File: src/kcff_pkg.sv
// Package for the coupler frame filter: field widths, action codes,
// configuration register indexes and the hop decision helper.
// No dependencies.
package kcff_pkg;

  // Field widths
  localparam int ADDR_W    = 16;
  localparam int HOP_W     = 3;
  localparam int ACTION_W  = 2;
  localparam int MODE_W    = 2;
  localparam int CFG_IDX_W = 3;
  localparam int CFG_DAT_W = 64;
  localparam int FILTER_W  = 256;

  // Largest hop count allowed on the bus
  localparam logic [HOP_W-1:0] MAX_HOP = HOP_W'(7);

  // Action codes
  localparam logic [ACTION_W-1:0] ACT_IGNORE_TOTALLY = 2'd0;
  localparam logic [ACTION_W-1:0] ACT_ROUTE_DEC      = 2'd1;
  localparam logic [ACTION_W-1:0] ACT_IGNORE_ACKED   = 2'd2;
  localparam logic [ACTION_W-1:0] ACT_FORWARD_LOCAL  = 2'd3;

  // Routing modes for group frames (any other code routes all)
  localparam logic [MODE_W-1:0] MODE_BLOCK  = 2'd0;
  localparam logic [MODE_W-1:0] MODE_FILTER = 2'd1;

  // Configuration register indexes
  localparam logic [CFG_IDX_W-1:0] REG_ROUTING_MODE      = 3'd0;
  localparam logic [CFG_IDX_W-1:0] REG_OWN_ADDRESS       = 3'd1;
  localparam logic [CFG_IDX_W-1:0] REG_OWN_ADDRESS_VALID = 3'd2;
  localparam logic [CFG_IDX_W-1:0] REG_FILTER_BITS_0     = 3'd3;
  localparam logic [CFG_IDX_W-1:0] REG_FILTER_BITS_1     = 3'd4;
  localparam logic [CFG_IDX_W-1:0] REG_FILTER_BITS_2     = 3'd5;
  localparam logic [CFG_IDX_W-1:0] REG_FILTER_BITS_3     = 3'd6;

  // Route a frame with hops left, acknowledge and drop one at zero hop
  function automatic logic [ACTION_W-1:0] hop_action(input logic [HOP_W-1:0] hop);
    logic [ACTION_W-1:0] act;
    if ((hop != '0) && (hop <= MAX_HOP)) begin
      act = ACT_ROUTE_DEC;
    end else begin
      act = ACT_IGNORE_ACKED;
    end
    return act;
  endfunction

endpackage

File: src/knx_coupler_frame_filter_top.sv
// Coupler frame filter: decides the routing action for one received frame header.
// Uses kcff_pkg for widths, codes and the hop decision.
// An accepted item passes from the input stage into the result register, which drives out_*.
// Throughput: one item per cycle; in_stall rises only when both stages hold items
// and the result side stalls.
// Reset (rst_n low, synchronous): pipeline empties, all configuration registers clear.
module knx_coupler_frame_filter_top (
  input  logic                                 clk,
  input  logic                                 rst_n,
  // Input channel
  input  logic                                 in_valid,
  output logic                                 in_stall,
  input  logic [kcff_pkg::ADDR_W-1:0]          in_dest_address,
  input  logic                                 in_dest_is_group,
  input  logic [kcff_pkg::HOP_W-1:0]           in_hop_count,
  // Result channel
  output logic                                 out_valid,
  input  logic                                 out_stall,
  output logic [kcff_pkg::ACTION_W-1:0]        out_action,
  // Configuration write channel
  input  logic                                 cfg_valid,
  output logic                                 cfg_ready,
  input  logic [kcff_pkg::CFG_IDX_W-1:0]       cfg_index,
  input  logic [kcff_pkg::CFG_DAT_W-1:0]       cfg_data
);
  import kcff_pkg::*;

  // Configuration registers
  logic [MODE_W-1:0]   routing_mode_r;
  logic [ADDR_W-1:0]   own_address_r;
  logic                own_address_valid_r;
  logic [FILTER_W-1:0] filter_bits_r;

  // Input stage
  logic              s1_valid_r;
  logic [ADDR_W-1:0] s1_dest_r;
  logic              s1_group_r;
  logic [HOP_W-1:0]  s1_hop_r;

  // Result stage
  logic                out_valid_r;
  logic [ACTION_W-1:0] out_action_r;

  logic                out_adv;
  logic                s1_load;
  logic [ACTION_W-1:0] action_nxt;
  logic [ACTION_W-1:0] group_act;
  logic [ACTION_W-1:0] indiv_act;
  logic [7:0]          group_idx;
  logic                filter_pass;
  logic [3:0]          d_area;
  logic [3:0]          d_line;
  logic [7:0]          d_dev;
  logic [3:0]          o_area;
  logic [3:0]          o_line;

  // Configuration writes are always taken
  assign cfg_ready = 1'b1;

  always_ff @(posedge clk) begin
    if (!rst_n) begin
      routing_mode_r      <= '0;
      own_address_r       <= '0;
      own_address_valid_r <= 1'b0;
      filter_bits_r       <= '0;
    end else if (cfg_valid && cfg_ready) begin
      case (cfg_index)
        REG_ROUTING_MODE:      routing_mode_r       <= cfg_data[MODE_W-1:0];
        REG_OWN_ADDRESS:       own_address_r        <= cfg_data[ADDR_W-1:0];
        REG_OWN_ADDRESS_VALID: own_address_valid_r  <= cfg_data[0];
        REG_FILTER_BITS_0:     filter_bits_r[63:0]    <= cfg_data;
        REG_FILTER_BITS_1:     filter_bits_r[127:64]  <= cfg_data;
        REG_FILTER_BITS_2:     filter_bits_r[191:128] <= cfg_data;
        REG_FILTER_BITS_3:     filter_bits_r[255:192] <= cfg_data;
        default: ;
      endcase
    end
  end

  // Handshake: result stage frees when empty or taken; input stage follows it
  assign out_adv  = !out_valid_r || !out_stall;
  assign in_stall = s1_valid_r && !out_adv;
  assign s1_load  = in_valid && !in_stall;

  // Hold the accepted header
  always_ff @(posedge clk) begin
    if (!rst_n) begin
      s1_valid_r <= 1'b0;
    end else if (!in_stall) begin
      s1_valid_r <= in_valid;
    end
  end

  always_ff @(posedge clk) begin
    if (s1_load) begin
      s1_dest_r  <= in_dest_address;
      s1_group_r <= in_dest_is_group;
      s1_hop_r   <= in_hop_count;
    end
  end

  // Group frames: mode, then table lookup by main and middle group
  assign group_idx   = s1_dest_r[15:8];
  assign filter_pass = filter_bits_r[group_idx];

  always_comb begin
    if (routing_mode_r == MODE_BLOCK) begin
      group_act = ACT_IGNORE_TOTALLY;
    end else if ((routing_mode_r == MODE_FILTER) && !filter_pass) begin
      group_act = ACT_IGNORE_TOTALLY;
    end else begin
      group_act = hop_action(s1_hop_r);
    end
  end

  // Individual frames: line coupler rules on a nonzero own line, else backbone rules
  assign d_area = s1_dest_r[15:12];
  assign d_line = s1_dest_r[11:8];
  assign d_dev  = s1_dest_r[7:0];
  assign o_area = own_address_r[15:12];
  assign o_line = own_address_r[11:8];

  always_comb begin
    if (!own_address_valid_r) begin
      indiv_act = ACT_IGNORE_TOTALLY;
    end else if (o_line != 4'd0) begin
      if ((d_area != o_area) || (d_line == o_line)) begin
        indiv_act = (d_dev == 8'd0) ? ACT_FORWARD_LOCAL : hop_action(s1_hop_r);
      end else begin
        indiv_act = ACT_IGNORE_TOTALLY;
      end
    end else if ((d_area == o_area) && (d_line == 4'd0) && (d_dev == 8'd0)) begin
      indiv_act = ACT_FORWARD_LOCAL;
    end else begin
      indiv_act = hop_action(s1_hop_r);
    end
  end

  assign action_nxt = s1_group_r ? group_act : indiv_act;

  // Advance the result register
  always_ff @(posedge clk) begin
    if (!rst_n) begin
      out_valid_r <= 1'b0;
    end else if (out_adv) begin
      out_valid_r <= s1_valid_r;
    end
  end

  always_ff @(posedge clk) begin
    if (out_adv && s1_valid_r) begin
      out_action_r <= action_nxt;
    end
  end

  assign out_valid  = out_valid_r;
  assign out_action = out_action_r;

  // A stalled input means both stages are full and the result side is holding
  a_stall_full: assert property (@(posedge clk) disable iff (!rst_n)
    in_stall |-> (s1_valid_r && out_valid_r && out_stall))
    else $error("input stalled without both stages full");

  // An item in the input stage moves into the result stage when it frees
  a_advance: assert property (@(posedge clk) disable iff (!rst_n)
    (s1_valid_r && out_adv) |=> out_valid_r)
    else $error("item lost between stages");

  // Block mode drops every group frame
  a_block_mode: assert property (@(posedge clk) disable iff (!rst_n)
    (s1_valid_r && s1_group_r && out_adv && (routing_mode_r == MODE_BLOCK))
      |=> (out_action_r == ACT_IGNORE_TOTALLY))
    else $error("group frame passed in block mode");

  // Without a valid own address an individual frame is dropped
  a_no_own_addr: assert property (@(posedge clk) disable iff (!rst_n)
    (s1_valid_r && !s1_group_r && out_adv && !own_address_valid_r)
      |=> (out_action_r == ACT_IGNORE_TOTALLY))
    else $error("individual frame passed without own address");

endmodule

File: config.mk
export PLATFORM = sky130hd
export DESIGN_NAME = knx_coupler_frame_filter_top
export DESIGN_NICKNAME = d
export VERILOG_FILES = /design/src/kcff_pkg.sv /design/src/knx_coupler_frame_filter_top.sv
export SDC_FILE = /design/constraint.sdc
export NUM_CORES = 1
export LEC_CHECK = 0
export ABC_AREA = 1
export BUFFER_PORTS_ARGS = -buffer_cell sky130_fd_sc_hd__buf_2
export CAP_MARGIN = 10
export CORE_MARGIN = 1.5
export CORE_UTILIZATION = 45
export DETAILED_ROUTE_END_ITERATION = 8
export PLACE_DENSITY = 0.66
export SLEW_MARGIN = 20
export SYNTH_ARGS = -nofsm -noshare
export SYNTH_HDL_FRONTEND = slang
export SYNTH_SLANG_ARGS = --single-unit
File: constraint.sdc
create_clock -name clk -period 2.3 [get_ports clk]
set_input_delay 0.115 -clock clk [delete_from_list [all_inputs] [get_ports clk]]
set_output_delay 0.115 -clock clk [all_outputs]
set_load 0.03 [all_outputs]
==> results of run 1 <==
-- worst register-to-register path, stage by stage, from the launching register on --
cell and delay (ns):
edfxtp_1 0.45, buf_12 0.20, clkinv_8 0.10, buf_4 0.15
clkbuf_16 0.16, nand2_1 0.06, nand3_1 0.07, nand2_2 0.09
a21oi_1 0.06, nand3_1 0.08, nand3_1 0.10, nand3_1 0.10
nand2_1 0.05, nand2_1 0.07, nand3_2 0.09, nand2_1 0.08
nand2_1 0.05
-- cell families (layout without fill, tap and decap cells) --
family	after synthesis	in the layout	synth area share, %
compound gates	364	364	14.8
xor+xnor	4	4	0.277
buf+inv	186	348	6.39
flops	291	291	47.9
other cells	1	2	0.0297
simple gates	959	959	30.6
-- power by group through the flow --
stage	registers, mW	clock network (mW)	logic (mW)
after floorplan	5.47	0	0.638
after global placement	5.49	0	1.04
after detailed placement	5.49	0	1.05
after CTS	5.38	5.32	1.18
after global routing	5.40	5.54	1.36
final	5.39	5.24	1.25
-- registers in the layout, indices dropped and copies added (netlist names), 2 cells and up --
| register | cells |
|---|---|
| out_action | 2 |
| own_address_r | 8 |
| filter_bits_r | 256 |
| s1_dest_r | 16 |
| routing_mode_r | 2 |
| s1_hop_r | 3 |
-- layout by cell type, fill, tap and decap left out, drive strengths merged --
| cell type | Yosys | layout |
|---|---|---|
| nor2 | 508 | 508 |
| o21ai | 289 | 289 |
| dfxtp | 269 | 269 |
| nand2 | 255 | 255 |
| nand3 | 183 | 183 |
| buf | 49 | 140 |
| dlygate4sd3 | 0 | 90 |
| a21oi | 56 | 56 |
| inv | 53 | 56 |
| clkbuf | 83 | 38 |
| edfxtp | 22 | 22 |
| o211ai | 17 | 17 |
| clkinv | 1 | 16 |
| bufinv | 0 | 6 |
| or2 | 5 | 5 |
| nand4 | 2 | 2 |
| xor2 | 2 | 2 |
| xnor2 | 2 | 2 |
| or4 | 2 | 2 |
| clkinvlp | 0 | 2 |
| nor3 | 2 | 2 |
| diode | 0 | 1 |
| a221oi | 1 | 1 |
| o31ai | 1 | 1 |
| nor4 | 1 | 1 |
| nand3b | 1 | 1 |
| conb | 1 | 1 |
-- per-layer routing --
metal / vias up / global-route usage (%)
li1: 6158 / -
met1: 5858 / 35.0
met2: 414 / 43.4
met3: 59 / 3.61
met4: 0 / 6.66
met5: - / 0
-- per-stage QoR --
step                      worst slack [ns]  instances  instance area, um^2  setup TNS (ns)
after global routing               -0.0228       2346                15800         -0.0290
after detailed placement             0.108       2190                13500               0
after floorplan                      0.457       1805                12600               0
after global placement               0.113       2190                13500               0
final                               0.0878       2346                15800               0
after CTS                           0.0632       2338                15500               0
-- area by class of cell --
class / count / area, um^2 / share of cell area [%]
Clock inverter: 25 / 285 / 1.81
Antenna cell: 1 / 2.50 / 0.0159
Clock buffer: 33 / 783 / 4.97
Inverter: 54 / 218 / 1.38
Timing Repair inverter: 1 / 8.76 / 0.0555
Tap cell: 378 / 473 / 3.00
Multi-Input combinational cell: 1328 / 5880 / 37.3
Timing Repair Buffer: 235 / 2070 / 13.1
Sequential cell: 291 / 6050 / 38.3
-- path summary, 6_finish.rpt --
kind / from / to / cells past startpoint
worst max-delay path: s1_dest_r[8] / out_action[0] / 16
worst min-delay path: cfg_index[0] / own_address_valid_r / 5
worst max register to register: s1_dest_r[8] / out_action[0] / 16
worst min register to register: filter_bits_r[197] / filter_bits_r[197] / 2
-- repair_timing --
action	CTS	global route
setup endpoints to repair	0	2
resized for setup	0	25
hold endpoints to repair	291	0
hold buffers	90	0
buffers inserted	0	1
==> summary.txt, run 1 <==
GP Congestion = 0.825
Yosys top cell area share = 42.6%
max-slew violation count = 0
crit path max fanout = 12
Syn Area/Cell = 7.00 um^2
sequential share of power = 45.4%
Rows = 61
Fillers = 2574
highest routed layer = met4
Worst Path Required = 2.61 ns
Synth Register Bits = 291
Max stage delay cell, worst path = edfxtp_1
area grow syn2layout = 24.8%
asr flop ratio synth = 0%
Worst setup SP type = register
status = complete, no violations
syn_nets = 1897
top-count cell post-synth = nor2_1
crit-path most repeated cell = nand2_1
Residual DRC = 0
initial antenna violation count = 1
CTS Buf Count = 31
vias post-DR = 12500
maxcap violations = 0
fin util = 56.9%
Hold Path Class = in -> reg
metal3 WL = 2280 um
Max Root-Sink Buffers = 3
Synth area leaders = dfxtp_1 43%, nor2_1 15%, o21ai_0 11%
Top FF cell, synth = dfxtp_1
total power = 11.9 mW
metal2 WL = 17700 um
# clock sinks = 291
core area = 27700 um^2
max frequency = 452 MHz
worst vdd rail ir drop = 0.622 mV
CP delay by family, top = simple AND/OR/NAND/NOR gates
Int Power = 8.92 mW
Post-synth top cells = 506 x nor2_1, 286 x o21ai_0, 269 x dfxtp_1, 255 x nand2_1, 183 x nand3_1
# nets final = 2034
Synth cell types = 32
Static Leak = 6.77 nW
Die H = 171 um
r2r setup slk = 0.09 ns
Detailed Place HPWL = 22600 um
Iter 0 DRT Violations = 1080
CTS tree = done
CTS root buffer = clkbuf_16
IO Port Bufs = 95
min Tclk post-route = 2.21 ns
WP data arrival = 2.53 ns
clk_skew = 0.0143 ns
Syn Std Cell Area = 12600 um^2
Post-Syn Instances = 1805
Clock transition at path regs = 0.06 ns
die area = 29100 um^2
layout cell share with drive strength beyond 1 = 11.7%
Clock power frac = 44.2%
combinational share of power = 10.5%
Synth Warn # = 0
hold slack = 0.0874 ns
drt pass-1 iters = 6
vias in the first global route = 11800
Top Ports = 97
Period Utilization, post-route = 96.2%
Sw Ratio = 24.9%
Power per Cell Area = 753 nW/um^2
Crit. End Element = register
total wire length = 38200 um
largest net degree at the start of global routing = 76
first-pass GRT wire length = 61100 um
largest area contributor in the netlist = dfxtp_1
Via density = 5.32
clk_lat worst skew = 0.57 ns
slew margin rel. = 53.6%
WP buf/inv = 4
critical path cell sequence = buf_12 > clkinv_8 > buf_4 > clkbuf_16 > nand2_1 > nand3_1 > nand2_2 > a21oi_1 > nand3_1 > nand3_1 > nand3_1 > nand2_1 > nand2_1 > nand3_2 > nand2_1 > nand2_1
max incr delay on CP = 0.45 ns
final hold viol count = 0
die width = 171 um
M1 WL = 17500 um
global-route usage over all layers = 25.9%
post-synthesis sequential area ratio = 47.9%
Initial Util = 45.6%
Worst Tran Pin Value = 0.696 ns
wire per inst = 16.3 um
kind of critical path = reg -> reg
final setup violation count = 0
Antenna Violating Nets Remaining = 0
Psw = 2.96 mW
H-Tree Level Count = 1
Post-synth EDFFs = 22
global route overflow = 0
No activity file was read; power rests on OpenSTA's default activity.
==> run 2, diff against run 1 <==
--- a/config.mk
+++ b/config.mk
@@ -5,13 +5,13 @@
 export SDC_FILE = /design/constraint.sdc
 export NUM_CORES = 1
 export LEC_CHECK = 0
-export ABC_AREA = 1
+export ABC_AREA = 0
 export BUFFER_PORTS_ARGS = -buffer_cell sky130_fd_sc_hd__buf_2
 export CAP_MARGIN = 10
 export CORE_MARGIN = 1.5
 export CORE_UTILIZATION = 45
 export DETAILED_ROUTE_END_ITERATION = 8
-export PLACE_DENSITY = 0.66
+export PLACE_DENSITY = 0.65
 export SLEW_MARGIN = 20
 export SYNTH_ARGS = -nofsm -noshare
 export SYNTH_HDL_FRONTEND = slang
==> run 2 against run 1 <==
Against the previous run: the run now ends with negative setup slack left; synthesized cell count down 20%; core utilization grew 0.15 points; fmax is 12% lower; highest routed layer unchanged; via count down 13%; combinational power is 12% lower; non-clock buffer count rose by 22; clock skew down 0.0071 ns; first-iteration DRC count decreased by 30%; critical path depth down 8; sequential cell count is the same.
==> summary.txt, run 2 <==
status = complete, but fails checks
failing checks = negative setup slack
total wire length = 36100 um
IO Port Bufs = 95
max-slew violation count = 0
Syn Std Cell Area = 13200 um^2
core area = 28800 um^2
total power = 11.2 mW
RSZ-0062 raised after global routing = yes
setup TNS = -0.431 ns
R2R Path Start = s1_dest_r[8]
Multi-input gate area = 6690 um^2
Largest regs = filter_bits_r: 256 flops, s1_dest_r: 16 flops, own_address_r: 8 flops
maxcap violations = 0
die area = 30400 um^2
Hold Path Stages = 5
largest net degree at the start of global routing = 73
GP Congestion = 0.828
final hold viol count = 0
Antenna Violating Nets Remaining = 0
Yosys top cell area share = 40.8%
Iter 0 DRT Violations = 752
slew margin rel. = 46.9%
Synth Register Bits = 291
CTS root buffer = clkbuf_16
Rows = 62
post-synthesis sequential area ratio = 45.8%
CTS tree = done
Initial Util = 45.8%
Clock transition at path regs = 0.06 ns
largest area contributor in the netlist = dfxtp_1
max incr delay on CP = 0.51 ns
most frequent cells in the layout = 522 x nand2_1, 269 x dfxtp_1, 257 x a21boi_0
clk_skew = 0.00727 ns
Max Root-Sink Buffers = 3
pre-CTS WS = -0.257 ns
Reg area = 6050 um^2
WP data arrival = 2.81 ns
Static Leak = 5.76 nW
initial antenna violation count = 0
Post-Syn Instances = 1446
commonest non-fill, non-tap cell in the layout = nand2_1
Residual DRC = 0
Synth area leaders = dfxtp_1 41%, nand2_1 15%, a21boi_0 15%
Synth cell types = 56
Via density = 5.33
n_diodes = 0
final setup violation count = 2
Syn Area/Cell = 9.12 um^2
Post-synth top cells = 522 x nand2_1, 269 x dfxtp_1, 257 x a21boi_0, 82 x clkbuf_1, 40 x mux4_2
vias post-DR = 10800
Detailed Place HPWL = 22800 um
global-route usage over all layers = 23.9%
# nets final = 1714
FF-to-FF path depth = 8
CP Launch Point = s1_dest_r[8]
Top Ports = 97
Worst setup SP type = register
max frequency = 397 MHz
H-Tree Level Count = 1
first-pass GRT wire length = 57900 um
Post-synth EDFFs = 22
Max stage delay cell, worst path = mux4_2
Biggest register = filter_bits_r
worst vdd rail ir drop = 0.558 mV
Worst Path Required = 2.59 ns
global route overflow = 0
# clock sinks = 291
top-count cell post-synth = nand2_1
CTS Buf Count = 31
drt pass-1 iters = 5
Die H = 174 um
r2r setup slk = -0.22 ns
Synth Warn # = 0
asr flop ratio synth = 0%
setup ws final = -0.218 ns
wire per inst = 17.8 um
Period Utilization, post-route = 109%
Top FF cell, synth = dfxtp_1
critical path cell sequence = buf_12 > mux4_2 > mux2i_1 > nor2_1 > or4_1 > a21oi_2 > o31a_2 > a211oi_2
clk_lat worst skew = 0.56 ns
Crit. End Element = register
layout cell share with drive strength beyond 1 = 18.4%
kind of critical path = reg -> reg
Hold Path Class = in -> reg
crit path max fanout = 8
min Tclk post-route = 2.52 ns
Worst Tran Pin Value = 0.796 ns
vias in the first global route = 10300
Power per Cell Area = 685 nW/um^2
Fillers = 2485
hold path endpoint = own_address_valid_r
Critical R2R Capture = out_action[0]
max FFs per register = 256
die width = 174 um
syn_nets = 1538
area grow syn2layout = 24.5%
hold_sp = cfg_valid
==> run 2: cell count changes after synthesis, sizes merged, moves of 32 or more <==
cell and delta:
a21boi +257, a21oi -47, inv -52, mux2i +32
mux4 +47, nand2 +267, nand3 -179, nor2 -492
nor2b +32, o21ai -278
==> run 2: stage by stage <==
step | utilization [%] | instance area, um^2 | std cells | hold WS [ns]
2_1_floorplan | - | 13200 | 1446 | 0.214
3_3_place_gp | 49.6 | 14300 | 1873 | 0.293
3_5_place_dp | 49.6 | 14300 | 1873 | 0.293
4_1_cts | 56.8 | 16400 | 2028 | 0.0915
5_1_grt | 57.1 | 16400 | 2029 | 0.141
6_report | 57.1 | 16400 | 2029 | 0.116
==> run 2: worst max-delay path, delay by kind of cell (launching register included) <==
kind	cells	cell delay [ns]
AO/OA/AOI/OAI	3	0.40
buffers and inverters	1	0.19
flip-flops	1	0.41
multiplexers	2	0.67
AND/OR/NAND/NOR	2	0.57
==> run 2: metal layers <==
layer / GRT usage [%] / up-vias / routed length [um]
met5: 0 / - / 0
met2: 39.0 / 248 / 16900
met3: 2.65 / 61 / 1450
met1: 33.8 / 5228 / 17000
li1: - / 5284 / -
met4: 5.60 / 0 / 789
==> run 2: power breakdown <==
part	switching, mW	internal, mW
clock network	2.01	2.84
registers	0.0713	5.23
logic	0.568	0.533
==> run 2: how the worst max path moves through the flow <==
stage,endpoint,cells after the start,slack [ns]
floorplan,out_action[0],10,0.02
global placement,out_action[0],9,-0.22
detailed placement,out_action[0],9,-0.26
CTS,out_action[0],11,-0.18
global route,out_action[0],8,-0.27
finish,out_action[0],8,-0.22
==> run 2: layout make-up <==
cell class	instances	share of cell area, %
Multi-Input combinational cell	1040	40.7
Timing Repair Buffer	257	13.5
Inverter	1	0.0229
Tap cell	384	2.93
Sequential cell	291	36.8
Clock inverter	7	0.404
Clock buffer	49	5.62
==> run 2: cell families (layout without fill, tap and decap cells) <==
logic type | count (synthesis) | after routing | synth area share, %
DFF | 291 | 291 | 45.8
muxes | 96 | 96 | 12.1
xor gates and xnor gates | 8 | 8 | 0.531
other | 1 | 1 | 0.0284
and+or+nand+nor | 618 | 618 | 19.1
buffers and inverters | 115 | 314 | 4.39
AOI/OAI and AO/OA | 317 | 317 | 18.1
==> run 2: timing repair <==
action                                 CTS  global route
hold buffers                            90             0
gates cloned                             2             0
resized for setup                       25            15
setup buffers                            7             1
endpoints found under the hold margin  289             0
pin swaps                               10             2
setup endpoints to repair                2             2
